**src/rtl/hcrp_ram.sv**
```systemverilog
`default_nettype none

module hcrp_ram #(
  parameter int WIDTH = 32,
  parameter int DEPTH = 64,
  localparam int AW = (DEPTH > 1) ? $clog2(DEPTH) : 1
) (
  input  wire logic             clk,
  input  wire logic             we,
  input  wire logic [AW-1:0]    wr_addr,
  input  wire logic [WIDTH-1:0] wr_data,
  input  wire logic             re,
  input  wire logic [AW-1:0]    rd_addr,
  output logic      [WIDTH-1:0] rd_data
);

  logic [WIDTH-1:0] mem [DEPTH];

  // Write port
  always_ff @(posedge clk) begin
    if (we) begin
      mem[wr_addr] <= wr_data;
    end
  end

  // Registered read port
  always_ff @(posedge clk) begin
    if (re) begin
      rd_data <= mem[rd_addr];
    end
  end

endmodule

`default_nettype wire

```
**config.mk**
```make
export PLATFORM = sky130hd
export DESIGN_NAME = hcrp_ram
export DESIGN_NICKNAME = d
export VERILOG_FILES = /design/src/rtl/hcrp_ram.sv
export SDC_FILE = /design/constraint.sdc
export NUM_CORES = 2
export LEC_CHECK = 0
export BUFFER_PORTS_ARGS = -buffer_cell sky130_fd_sc_hd__buf_4
export CAP_MARGIN = 0
export CORE_MARGIN = 2
export CORE_UTILIZATION = 65
export CTS_CLUSTER_SIZE = 16
export DETAILED_ROUTE_END_ITERATION = 8
export PLACE_DENSITY = 0.92
export SYNTH_ARGS = -nofsm -noshare
export SYNTH_HDL_FRONTEND = slang
export SYNTH_SLANG_ARGS = --single-unit
```
**constraint.sdc**
```tcl
create_clock -name clk -period 8.2 [get_ports clk]
set_input_delay 0.41 -clock clk [delete_from_list [all_inputs] [get_ports clk]]
set_output_delay 0.41 -clock clk [all_outputs]
set_load 0.03 [all_outputs]
```
==> flow_summary.toml <==
[status]
status = "finished clean"

[route]
drc = 0
drt_iter0_drc = 9793
firstDrtPassIters = 8
wl_mm = 261
postRouteAntennaNets = 0
via_per_inst = 8.12
wl_per_cell_microns = 49.6
num_vias = 42838

[floorplan]
dieArea_sq_mm = 0.124
chipHeight_microns = 352
start_util = 0.656
io_pins = 79
die_x_microns = 352
num_rows = 127
coreArea_sq_mm = 0.120

[synthesis]
synth_nets = 3371
syn_inst = 3324
avgSynthCellArea_sq_um = 23.7
seq_area_frac_synth = 0.792
syn_area_sq_mm = 0.0788
ys_ff_latch = 2080
yosysWarnings = 0
synth_cell_types = 33
synth_area_leaders = "edfxtp_1 79%, mux4_2 16%, mux2i_1 1.2%"
yosysTopAreaCellShare = 0.792
yosys.area.top_type = "edfxtp_1"

[timing]
max_clock_freq_mhz = 261
relSlewSlack = 0.0803
worst_pin_slew_ps = 1380
setup_viol = 0
fin_setup_tns_ps = 0
fin_skew_ps = 45.4
hold_violations = 0
holdWs_ps = 144
rsz0062_at_grt = "no"
slew_viol_final = 0
layout_min_cycle_time_ps = 3830
fin_crit_sh = 0.468

[clocking]
cts_tree = "built"
clock_latency_ps = 840
cts_hold_buffers = 0
clk_pin_slew_ps = 60
htreeDepth = 4
cts_resized = 0
numCtsBuffers = 188
post-cts-setup-buffer-count = 0
cts.path.max_buffers = 3
cts_sinks = 2080
cts_root_buffer = "clkbuf_16"

[cells_and_area]
final_area_sq_mm = 0.0877
final_nets = 3546
ff_latch_area_sq_mm = 0.0625
multi_input_comb_area_sq_mm = 0.0160
area_growth_pct = 11.3
fill_cells = 5826
layout-drive-gt1-share = 0.281

[grt]
grt_max_degree = 104
overflow = 0
grt_usage = 0.428
grt_antenna_before_repair = 33
grt_pass1_vias = 42614
grt_pass1_wl_mm = 356

[run]
maxCapViolCount = 0

[min_path]
hp-class = "input port to register"
whs_path_depth = 1

[placed_design]
routabilityCongestion = 0.817
dpl_cell_area_sq_mm = 0.0818
dpl.hpwl_mm = 125
io_buffers = 78

[power]
leakagePower_nw = 27.2
power_per_cell_area_mw_per_mm2 = 250
vdd_drop_max_v = 0.000224

[worst_setup_path]
reg2regPathDepth = 4
critPathKind = "input port to register"
crit_fanout = 100
end_kind = "register"
crit_required_ps = 8860
startpoint_type = "input port"
cp.arrival_ps = 4490
## power breakdown
| part | switching [mW] | total, mW | leakage, nW | internal, mW |
|---|---|---|---|---|
| Combinational | 0.799 | 1.19 | 5.55 | 0.388 |
| Sequential | 0.0653 | 11.9 | 18.7 | 11.8 |
| Clock | 4.10 | 8.88 | 2.90 | 4.79 |
| Total | 4.96 | 21.9 | 27.2 | 17.0 |
## metal layers
layer / track usage / share of wire / vias up
met5: 0.00269 / 0.0011 / -
met4: 0.305 / 0.10 / 40
met3: 0.157 / 0.17 / 1573
met2: 0.660 / 0.46 / 5548
met1: 0.503 / 0.27 / 21056
li1: - / - / 14621
## sequential cells by signal, indices dropped and copies added, names as in the netlist
| signal | cells |
|---|---|
| mem | 2048 |
| rd_data | 32 |
## cells in the final DEF (no fill, tap or decap), types with 6 or more instances in the layout
cell type  netlist  final
a21oi_1         62     62
a22oi_1         12     12
a311oi_1         8      8
buf_4           25    159
bufinv_16        0     15
clkbuf_1        74     36
clkbuf_16        0    194
clkinv_1         0     64
clkinv_2         0     30
diode_2          0      6
edfxtp_1      2080   2080
mux2i_1         93     93
mux4_2         544    544
nand2_1         26     25
nand2b_1         8      8
nor2_1         137     75
nor2_4           0     62
nor2b_1         15     15
o221ai_1        27     27
o22ai_1         84     84
## synthesized netlist by cell type, drive strengths merged
cell type  number
a21oi          62
a22oi          12
a311oi          8
a31oi           1
a41o            4
and2            2
and3            4
buf           108
clkbuf         74
edfxtp       2080
mux2i          93
mux4          544
nand2          26
nand2b          8
nand3           5
nand3b          5
nand4           2
nand4b          1
nor2          137
nor2b          15
nor3            7
o221ai         27
o22ai          84
o32ai           4
or2             3
or3             3
or3b            5
## path summary, 6_finish.rpt
kind | start | end | slack (ps)
hold / removal | wr_data[20] | mem[34][20]$_DFFE_PP_ | 140
hold reg to reg | mem[12][8]$_DFFE_PP_ | rd_data[8]$_DFFE_PP_ | 970
setup reg to reg | mem[41][23]$_DFFE_PP_ | rd_data[23]$_DFFE_PP_ | 5560
setup / recovery | rd_addr[1] | rd_data[18]$_DFFE_PP_ | 4370
## worst max-delay path, cell delays in order
cell and delay, ps:
buf_8 700, buf_12 460, buf_4 630, nand2b_1 1080, o22ai_1 200, nor3_1 470, a31oi_1 120, nor2_1 230
## cell families (layout without fill, tap and decap cells)
group                  after synthesis  in the layout  share of synthesized area
AOI/OAI and AO/OA                  202            202                     0.0167
buffers and inverters              182            514                     0.0112
DFF                               2080           2080                      0.792
muxes                              637            637                      0.167
other                                0              6                          0
and+or+nand+nor                    223            223                     0.0126
## per-stage QoR
step / power, mW / cells / setup slack, ps / util
final: 21.9 / 5274 / 4370 / 0.730
after floorplan: 12.6 / 3324 / 4630 / -
after CTS: 21.8 / 5268 / 4600 / 0.730
after global routing: 22.2 / 5269 / 4420 / 0.730
after detailed placement: 13.1 / 4921 / 3840 / 0.681
after global placement: 13.1 / 4920 / 4030 / 0.681
## cell type report
class,instances,share of cell area
Timing Repair Buffer,167,0.0153
Multi-Input combinational cell,1062,0.182
Clock inverter,117,0.0108
Clock buffer,230,0.0569
Antenna cell,6,0.000171
Tap cell,1612,0.0230
Sequential cell,2080,0.712
Note: power is estimated with default switching activity, not from simulation.
