### config.mk
export PLATFORM = sky130hd
export DESIGN_NAME = hcrp_div
export DESIGN_NICKNAME = d
export VERILOG_FILES = /design/src/rtl/hcrp_pkg.sv /design/src/rtl/hcrp_div.sv
export SDC_FILE = /design/constraint.sdc
export NUM_CORES = 1
export LEC_CHECK = 0
export BUFFER_PORTS_ARGS = -buffer_cell sky130_fd_sc_hd__clkbuf_2
export CAP_MARGIN = 10
export CORE_MARGIN = 2
export CORE_UTILIZATION = 35
export CTS_BUF_LIST = sky130_fd_sc_hd__clkbuf_4
export CTS_CLUSTER_SIZE = 16
export DETAILED_ROUTE_END_ITERATION = 6
export SLEW_MARGIN = 20
export SYNTH_ARGS = -nofsm -noshare
export SYNTH_HDL_FRONTEND = slang
export SYNTH_SLANG_ARGS = --single-unit
### constraint.sdc
create_clock -name clk -period 7.3 [get_ports clk]
set_clock_uncertainty 0.15 [all_clocks]
set_input_delay 0.365 -clock clk [delete_from_list [all_inputs] [get_ports clk]]
set_output_delay 0.365 -clock clk [all_outputs]
set_load 0.03 [all_outputs]
### src/rtl/hcrp_pkg.sv
`default_nettype none

package hcrp_pkg;

  // Field widths
  localparam int SAMPLE_W  = 32;
  localparam int CHAN_W    = 6;
  localparam int CONST_W   = 31;
  localparam int DT_W      = 17;
  localparam int FRAC_W    = 16;
  localparam int CFG_IDX_W = 2;
  localparam int CFG_DATA_W = 31;

  // Divider widths: 64-bit dividend, 33-bit divisor, quotient bounded by g
  localparam int NUM_W  = 64;
  localparam int DEN_W  = 33;
  localparam int QUOT_W = 31;

  // Default channel count
  localparam int NUM_CHANNELS_DEF = 64;

  typedef enum logic [CFG_IDX_W-1:0] {
    CFG_PERM_A    = 2'd0,
    CFG_PERM_B    = 2'd1,
    CFG_RELEASE_G = 2'd2,
    CFG_DT_TM     = 2'd3
  } cfg_index_t;

  typedef enum logic [2:0] {
    ST_IDLE,
    ST_REST_MUL,
    ST_REST_DIV,
    ST_PREP,
    ST_MUL,
    ST_DIV,
    ST_PROD,
    ST_FIN
  } state_t;

endpackage

`default_nettype wire

### src/rtl/hcrp_div.sv
`default_nettype none

// Restoring radix-2 divider, one quotient bit per cycle. The caller
// guarantees the quotient fits QUOT_W bits and the divisor is nonzero.
module hcrp_div import hcrp_pkg::*; (
  input  wire logic              clk,
  input  wire logic              rst,
  input  wire logic              start,
  input  wire logic [NUM_W-1:0]  num,
  input  wire logic [DEN_W-1:0]  den,
  output logic                   done,
  output logic [QUOT_W-1:0]      quot
);

  localparam int CNT_W = $clog2(QUOT_W);

  logic              busy;
  logic [CNT_W-1:0]  cnt;
  logic [DEN_W-1:0]  rem;
  logic [DEN_W-1:0]  den_q;
  logic [QUOT_W-1:0] nq;
  logic [DEN_W:0]    trial;
  logic [DEN_W:0]    diff;

  // Trial subtract of the shifted remainder
  always_comb begin
    trial = {rem, nq[QUOT_W-1]};
    diff  = trial - {1'b0, den_q};
  end

  // Step control
  always_ff @(posedge clk) begin
    if (rst) begin
      busy <= 1'b0;
      done <= 1'b0;
      cnt  <= '0;
    end else begin
      done <= 1'b0;
      if (start) begin
        busy <= 1'b1;
        cnt  <= CNT_W'(QUOT_W - 1);
      end else if (busy) begin
        cnt <= cnt - 1'b1;
        if (cnt == '0) begin
          busy <= 1'b0;
          done <= 1'b1;
        end
      end
    end
  end

  // Remainder and quotient shift
  always_ff @(posedge clk) begin
    if (start) begin
      rem   <= num[NUM_W-1:QUOT_W];
      nq    <= num[QUOT_W-1:0];
      den_q <= den;
    end else if (busy) begin
      rem <= diff[DEN_W] ? trial[DEN_W-1:0] : diff[DEN_W-1:0];
      nq  <= {nq[QUOT_W-2:0], ~diff[DEN_W]};
    end
  end

  assign quot = nq;

endmodule

`default_nettype wire

==> results of run 1 <==
[cell usage after synthesis (2+ instances only)]
cell      instances
edfxtp_1         97
nand2_1          56
a21oi_1          49
inv_1            44
ha_1             35
mux2_2           32
nor2_1           27
clkbuf_1         24
o21ai_0          23
mux2i_1          20
xnor2_1          19
a21o_1           18
o21ai_1          14
and3_1           10
nand3_1          10
and2_1            9
nor3_1            9
nand4_1           8
a31oi_1           7
dfxtp_1           7
xor2_1            7
o21a_1            6
nor2b_1           5
a211oi_1          4
o211ai_1          4
a221o_1           3
buf_1             3
nand2b_1          3
nand3b_1          3
nor4_1            3
o31ai_1           3
or3_1             3
a211o_1           2
a21boi_0          2
a221oi_1          2
a41oi_1           2
buf_6             2
buf_8             2
nor4b_1           2
o22a_1            2
o311ai_1          2
or2_2             2
[worst max path at each step]
stage / startpoint / end / slack, ps / cells after the start
after detailed placement: rem[25] / rem[20] / 3180 / 10
after global routing: rem[25] / rem[14] / 2820 / 10
after global placement: rem[25] / rem[13] / 3280 / 10
after CTS: rem[25] / rem[16] / 3170 / 10
final: rem[25] / rem[16] / 3170 / 10
after floorplan: rem[25] / rem[11] / 4120 / 12
[what timing repair did]
action	CTS	global route
resized for setup	0	0
endpoints found under the hold margin	90	0
hold buffers	84	0
setup buffers	0	0
[worst max-delay path: stages (launching register included)]
cell and delay [ps]:
edfxtp_1 440, ha_1 470, a211o_1 210, a2111oi_2 70
o41ai_1 620, mux2_1 390, a31oi_2 180, and3_1 610
buf_4 420, mux2i_1 240, o21ai_1 80
[final cells by class]
type	instances	area [um2]
Fill cell	1756	9733
Sequential cell	104	3053
Multi-Input combinational cell	427	3030
Timing Repair Buffer	219	1529
Tap cell	229	286.5
Inverter	44	165.2
Clock inverter	7	96.34
Clock buffer	9	67.56
Antenna cell	1	2.502
[registers in the layout, indices dropped and copies added, names as in the netlist]
signal	flops
busy	1
cnt	5
den_q	33
done	1
quot	31
rem	33
[power groups by stage]
stage          clock network (W)  registers [W]  logic, W
2_1_floorplan                  0       0.000852  0.000689
3_3_place_gp                   0       0.000823  0.000905
3_5_place_dp                   0       0.000822  0.000909
4_1_cts                 0.000348       0.000810  0.000948
5_1_grt                 0.000365       0.000823   0.00106
6_report                0.000336       0.000810  0.000947
[layer usage]
layer | global-route usage | up-vias | wire [um]
met5 | 0 | - | 0
met4 | 0.03828 | 0 | 253
met3 | 0.03820 | 14 | 742
met2 | 0.2696 | 120 | 7286
met1 | 0.2263 | 2479 | 7496
li1 | - | 2642 | -
[kinds of logic after synthesis]
logic type / synth area share
mux: 0.08935
simple gates: 0.1193
fa+ha+maj: 0.07155
flops: 0.4770
compound gates: 0.1574
xor+xnor: 0.03558
buf+inv: 0.04985
[stage by stage]
step                      utilization  hold slack, ps  cells  setup WS, ps  power, W
after floorplan                     -           284.1    606          4115  0.001541
after global placement         0.4021           392.6    939          3282  0.001728
after detailed placement       0.4021           393.6    939          3185  0.001732
after CTS                      0.4580           4.021   1039          3170  0.002106
after global routing           0.4582           12.67   1040          2825  0.002253
final                          0.4582           31.28   1040          3171  0.002093
==> summary.md, run 1 <==
| Metric | Value |
|---|---|
| CP Class | `register to register` |
| Syn nets | `742` |
| Number of global-route vias before repair | `5364` |
| DR pass1 iterations | `4` |
| R2R depth | `10` |
| Die width | `139.2 um` |
| Post-route antenna net violation count | `0` |
| Drt drc | `0` |
| Sw frac | `0.3960` |
| Synth area leaders | `edfxtp_1, ha_1, mux2_2, a21oi_1, nand2_1` |
| DRT iter0 DRCs | `336` |
| Yosys top cell by area | `edfxtp_1` |
| Flop pwr share | `0.387` |
| Final Setup Violations | `0` |
| Crit end category | `register` |
| Max-slew violation count | `0` |
| Chip height | `139.2 um` |
| Routed len/inst | `15.17 um` |
| Reg2reg end | `rem[16]` |
| Min-Delay Path Class | `input pin to register` |
| Period utilisation layout | `0.5656` |
| Hpwl dp | `10.87 mm` |
| GP Congestion | `0.8266` |
| PD cells | `254.4 mW/mm2` |
| CTS tree | `yes` |
| GRT overflow | `0` |
| Setup TNS | `0 ps` |
| Core area | `0.01796 mm2` |
| Depth of the CTS H-tree | `3` |
| Req. time, crit path | `7390 ps` |
| RSZ-0062 raised after global routing | `no` |
| Num ports | `132` |
| CP max FO | `16` |
| Async SR Flop Fraction | `0` |
| Num rows | `49` |
| Comb power frac | `0.452` |
| Clk_lat worst skew | `500 ps` |
| Net Switching | `0.0008291 W` |
| Synth warnings | `0` |
| Fin area | `0.008230 mm2` |
| CTS Buf Count | `9` |
| Critical Path Start Type | `register` |
| Port Buffers | `131` |
| Layout cell share with drive strength beyond 1 | `0.2333` |
| Sequential fraction of the synthesis area | `0.4770` |
| CTS Sinks | `104` |
| Synth top area share | `0.4551` |
| Via count | `5255` |
| Commonest non-fill, non-tap cell in the layout | `clkbuf_2` |
| First-pass GRT wire length | `26.23 mm` |
| Post-synthesis cell count | `606` |
| Synth-to-Final Area Change | `28.60%` |
| R2R setup slack | `3170 ps` |
| Hold Vio Cnt, Final | `0` |
| Hold EP | `rem[28]` |
| Root Driver | `clkbuf_4` |
| Mapped cell area | `0.006400 mm2` |
| EDFF count, synth | `97` |
| Final Net Count | `941` |
| Internal power | `0.001264 W` |
| Worst-path clk slew | `190 ps` |
| Vias per cell | `5.053` |
| Data arrival, critical path | `4220 ps` |
| Minimum clock period | `4129 ps` |
| Clock Power Share | `0.160` |
| Max-Cap Viols | `0` |
| Syn Area/Cell | `10.56 um2` |
| DIE AREA | `0.01938 mm2` |
| Worst vdd ir | `130.1 uV` |
| Seq cells post-synth | `104` |
| Antenna violations before repair | `1` |
| Clock Tree Buf Depth | `2` |
| Outcome | `finished clean` |
| Total routing usage reported by global routing | `0.1659` |
| Hold path start | `num[59]` |
| Final WL | `15.78 mm` |
| Most frequent cells in the layout | `clkbuf_2, edfxtp_1, dlygate4sd3_1` |
| Hold path cells | `3` |
| RR Startpoint | `rem[25]` |
| Count of different cell masters after synthesis | `63` |
| FMAX | `242.2 MHz` |
| Initial core utilization | `0.3563` |
| Main flop type after synthesis | `edfxtp_1` |
| Worst slew margin | `0.5061` |
| Area of placed instances | `0.007223 mm2` |
| LEAKAGE | `3.522 nW` |
| Worst Max-Slew Pin Slew | `738.3 ps` |
| Largest net degree at the start of global routing | `62` |
Power figures use the tool's default switching activity.
==> run 2: changes to the inputs <==
==> constraint.sdc (replaced) <==
create_clock -name clk -period 4.29 [get_ports clk]
set_clock_uncertainty 0.15 [all_clocks]
set_input_delay 0.2145 -clock clk [delete_from_list [all_inputs] [get_ports clk]]
set_output_delay 0.2145 -clock clk [all_outputs]
set_load 0.03 [all_outputs]
==> run 2 against run 1 <==
Net effect: register-to-register slack got worse by 2600 ps; final cell count increased by 1.5%; non-clock buffer count increased by 17; largest power group unchanged; fmax increased by 11%; routed wire length increased by 2.5%; first-iteration DRC count increased by 15%.
==> summary.md, run 2 (synthesis gave the netlist of run 1 again) <==
| Metric | Value |
|---|---|
| Outcome | `finished clean` |
| Reg2reg end | `rem[0]` |
| CP max-delay cell | `o41ai_1` |
| Critical Path Start Type | `register` |
| Layout cell share with drive strength beyond 1 | `0.2322 (-0.001169)` |
| FMAX | `269.3 MHz (+11%)` |
| Critical path's largest stage delay | `570 ps (-50 ps)` |
| Largest net degree at the start of global routing | `59 (-4.8%)` |
| PD cells | `423.6 mW/mm2 (+67%)` |
| Clk_lat worst skew | `510 ps (about the same)` |
| Worst slack, placed | `602.7 ps (-2582 ps)` |
| Min-Delay Path Class | `input pin to register` |
| Hold path cells | `4 (+1)` |
| Drt drc | `0 (unchanged)` |
| Cts hold-fix bufs | `98 (+17%)` |
| CP cell instances | `ha_1 -> a211o_1 -> a2111oi_2 -> o41ai_1 -> mux2_1 -> a31oi_2 -> and3_1 -> buf_4 -> mux2_2 -> o21ai_1` |
| Sw frac | `0.3933 (-0.002775)` |
| Root Driver | `clkbuf_4` |
| Minimum clock period | `3713 ps (-415.9 ps)` |
| RSZ-0062 raised after global routing | `no` |
| Worst vdd ir | `209.7 uV (+61%)` |
| Max-Cap Viols | `0 (unchanged)` |
| Worst Max-Slew Pin Slew | `680.6 ps (-57.63 ps)` |
| Worst-path clk slew | `190 ps (about the same)` |
| CTS tree | `yes` |
| Core area | `0.01796 mm2 (unchanged)` |
| Area of placed instances | `0.007246 mm2 (+0.31%)` |
| Internal power | `0.002154 W (+70%)` |
| Post-CTS sizing | `0 (unchanged)` |
| Layout Utilization | `0.4665 (+0.008358)` |
| Antenna violations before repair | `0 (-1)` |
| RR Startpoint | `rem[25]` |
| Die width | `139.2 um (unchanged)` |
| Num rows | `49 (unchanged)` |
| Via count | `5311 (+1.1%)` |
| Number of global-route vias before repair | `5246 (-2.2%)` |
| Hpwl dp | `11.15 mm (+2.6%)` |
| Setup TNS | `0 ps (unchanged)` |
| Vias per cell | `5.029 (-0.47%)` |
| Most frequent cells in the layout | `clkbuf_2, dlygate4sd3_1, edfxtp_1` |
| R2R setup slack | `580 ps (-2590 ps)` |
| Num ports | `132 (unchanged)` |
| Req. time, crit path | `4530 ps (-2860 ps)` |
| Commonest non-fill, non-tap cell in the layout | `clkbuf_2` |
| DIE AREA | `0.01938 mm2 (unchanged)` |
| Comb power frac | `0.459 (+0.007)` |
| Hold path start | `start` |
| CTS Buf Count | `9 (unchanged)` |
| Fin area | `0.008381 mm2 (+1.8%)` |
| Post-CTS Setup Bufs | `0 (unchanged)` |
| CP Class | `register to register` |
| Clock Power Share | `0.152 (-0.008)` |
| Initial core utilization | `0.3563 (unchanged)` |
| DR pass1 iterations | `4 (unchanged)` |
| Synth-to-Final Area Change | `30.95%` |
| Worst slew margin | `0.5462 (+0.04017)` |
| Hold EP | `cnt[2]` |
| Final Net Count | `958 (+1.8%)` |
| Depth of the CTS H-tree | `3 (unchanged)` |
| Fill cells | `1713 (-2.4%)` |
| Final Setup Violations | `0 (unchanged)` |
| Total routing usage reported by global routing | `0.1669 (+0.001016)` |
| First-pass GRT wire length | `26.09 mm (-0.55%)` |
| Max-slew violation count | `0 (unchanged)` |
| GRT overflow | `0 (unchanged)` |
| ANT cells | `0 (-1)` |
| R2R depth | `10 (unchanged)` |
| Hold Vio Cnt, Final | `0 (unchanged)` |
| CTS Sinks | `104 (unchanged)` |
| Final WL | `16.18 mm (+2.5%)` |
| CP max FO | `14 (-2)` |
| Crit end category | `register` |
| Period utilisation layout | `0.8656 (+0.2999)` |
| GP Congestion | `0.8375 (+1.3%)` |
| Port Buffers | `131 (unchanged)` |
| Chip height | `139.2 um (unchanged)` |
| LEAKAGE | `3.590 nW (+1.9%)` |
| Final worst slack | `576.7 ps (-2594 ps)` |
| Routed len/inst | `15.32 um (+0.96%)` |
| DRT iter0 DRCs | `388 (+15%)` |
| Post-route antenna net violation count | `0 (unchanged)` |
| Data arrival, critical path | `3950 ps (-270 ps)` |
| Flop pwr share | `0.389 (+0.002)` |
| Clock Tree Buf Depth | `2 (unchanged)` |
| Net Switching | `0.001396 W (+68%)` |
## run 2: cell types whose count changed in the layout (fill, tap and decap cells not counted), sizes merged
cell         delta
clkinv          +3
inv             -3
buf             +3
dlygate4sd3    +14
diode           -1
## run 2: stage by stage
stage	hold WS [ps]	power, W	std cells
global route	102.4	0.003815	1056
finish	122.3	0.003550	1056
floorplan	133.6	0.002622	606
detailed placement	243.1	0.002953	942
global placement	242.4	0.002946	942
CTS	99.83	0.003581	1056
## run 2: worst max-delay path by stage
stage / startpoint / to / slack [ps]
detailed placement: rem[25] / rem[0] / 600
finish: rem[25] / rem[0] / 580
global route: rem[25] / rem[0] / 340
CTS: rem[25] / rem[0] / 570
floorplan: rem[25] / rem[11] / 1110
global placement: rem[25] / rem[0] / 700
## run 2: routing by layer
layer  track usage  wire, um
met5             0         0
met4       0.02977       150
met3       0.04095       857
met2        0.2696      7526
met1        0.2309      7641
## run 2: cell type report
type                            count  area [um2]  share of cell area
Multi-Input combinational cell    427        3030              0.3616
Sequential cell                   104        3053              0.3643
Inverter                           44       165.2             0.01971
Clock inverter                      7       86.33             0.01030
Timing Repair Buffer              236        1692              0.2019
Clock buffer                        9       67.56            0.008062
Tap cell                          229       286.5             0.03419
## run 2: critical path: cells and delay by family (launching register included)
| family | cells | cell delay [ps] |
|---|---|---|
| buffers and inverters | 1 | 320 |
| and+or+nand+nor | 1 | 310 |
| AOI/OAI and AO/OA | 5 | 1150 |
| DFF | 1 | 440 |
| muxes | 2 | 750 |
| adders and majority gates | 1 | 470 |
## run 2: power groups by stage
| stage | Combinational (W) | Sequential, W | Clock [W] |
|---|---|---|---|
| floorplan | 0.00117 | 0.00145 | 0 |
| global placement | 0.00154 | 0.00140 | 0 |
| detailed placement | 0.00155 | 0.00140 | 0 |
| CTS | 0.00163 | 0.00138 | 0.000572 |
| global route | 0.00181 | 0.00140 | 0.000606 |
| finish | 0.00163 | 0.00138 | 0.000539 |
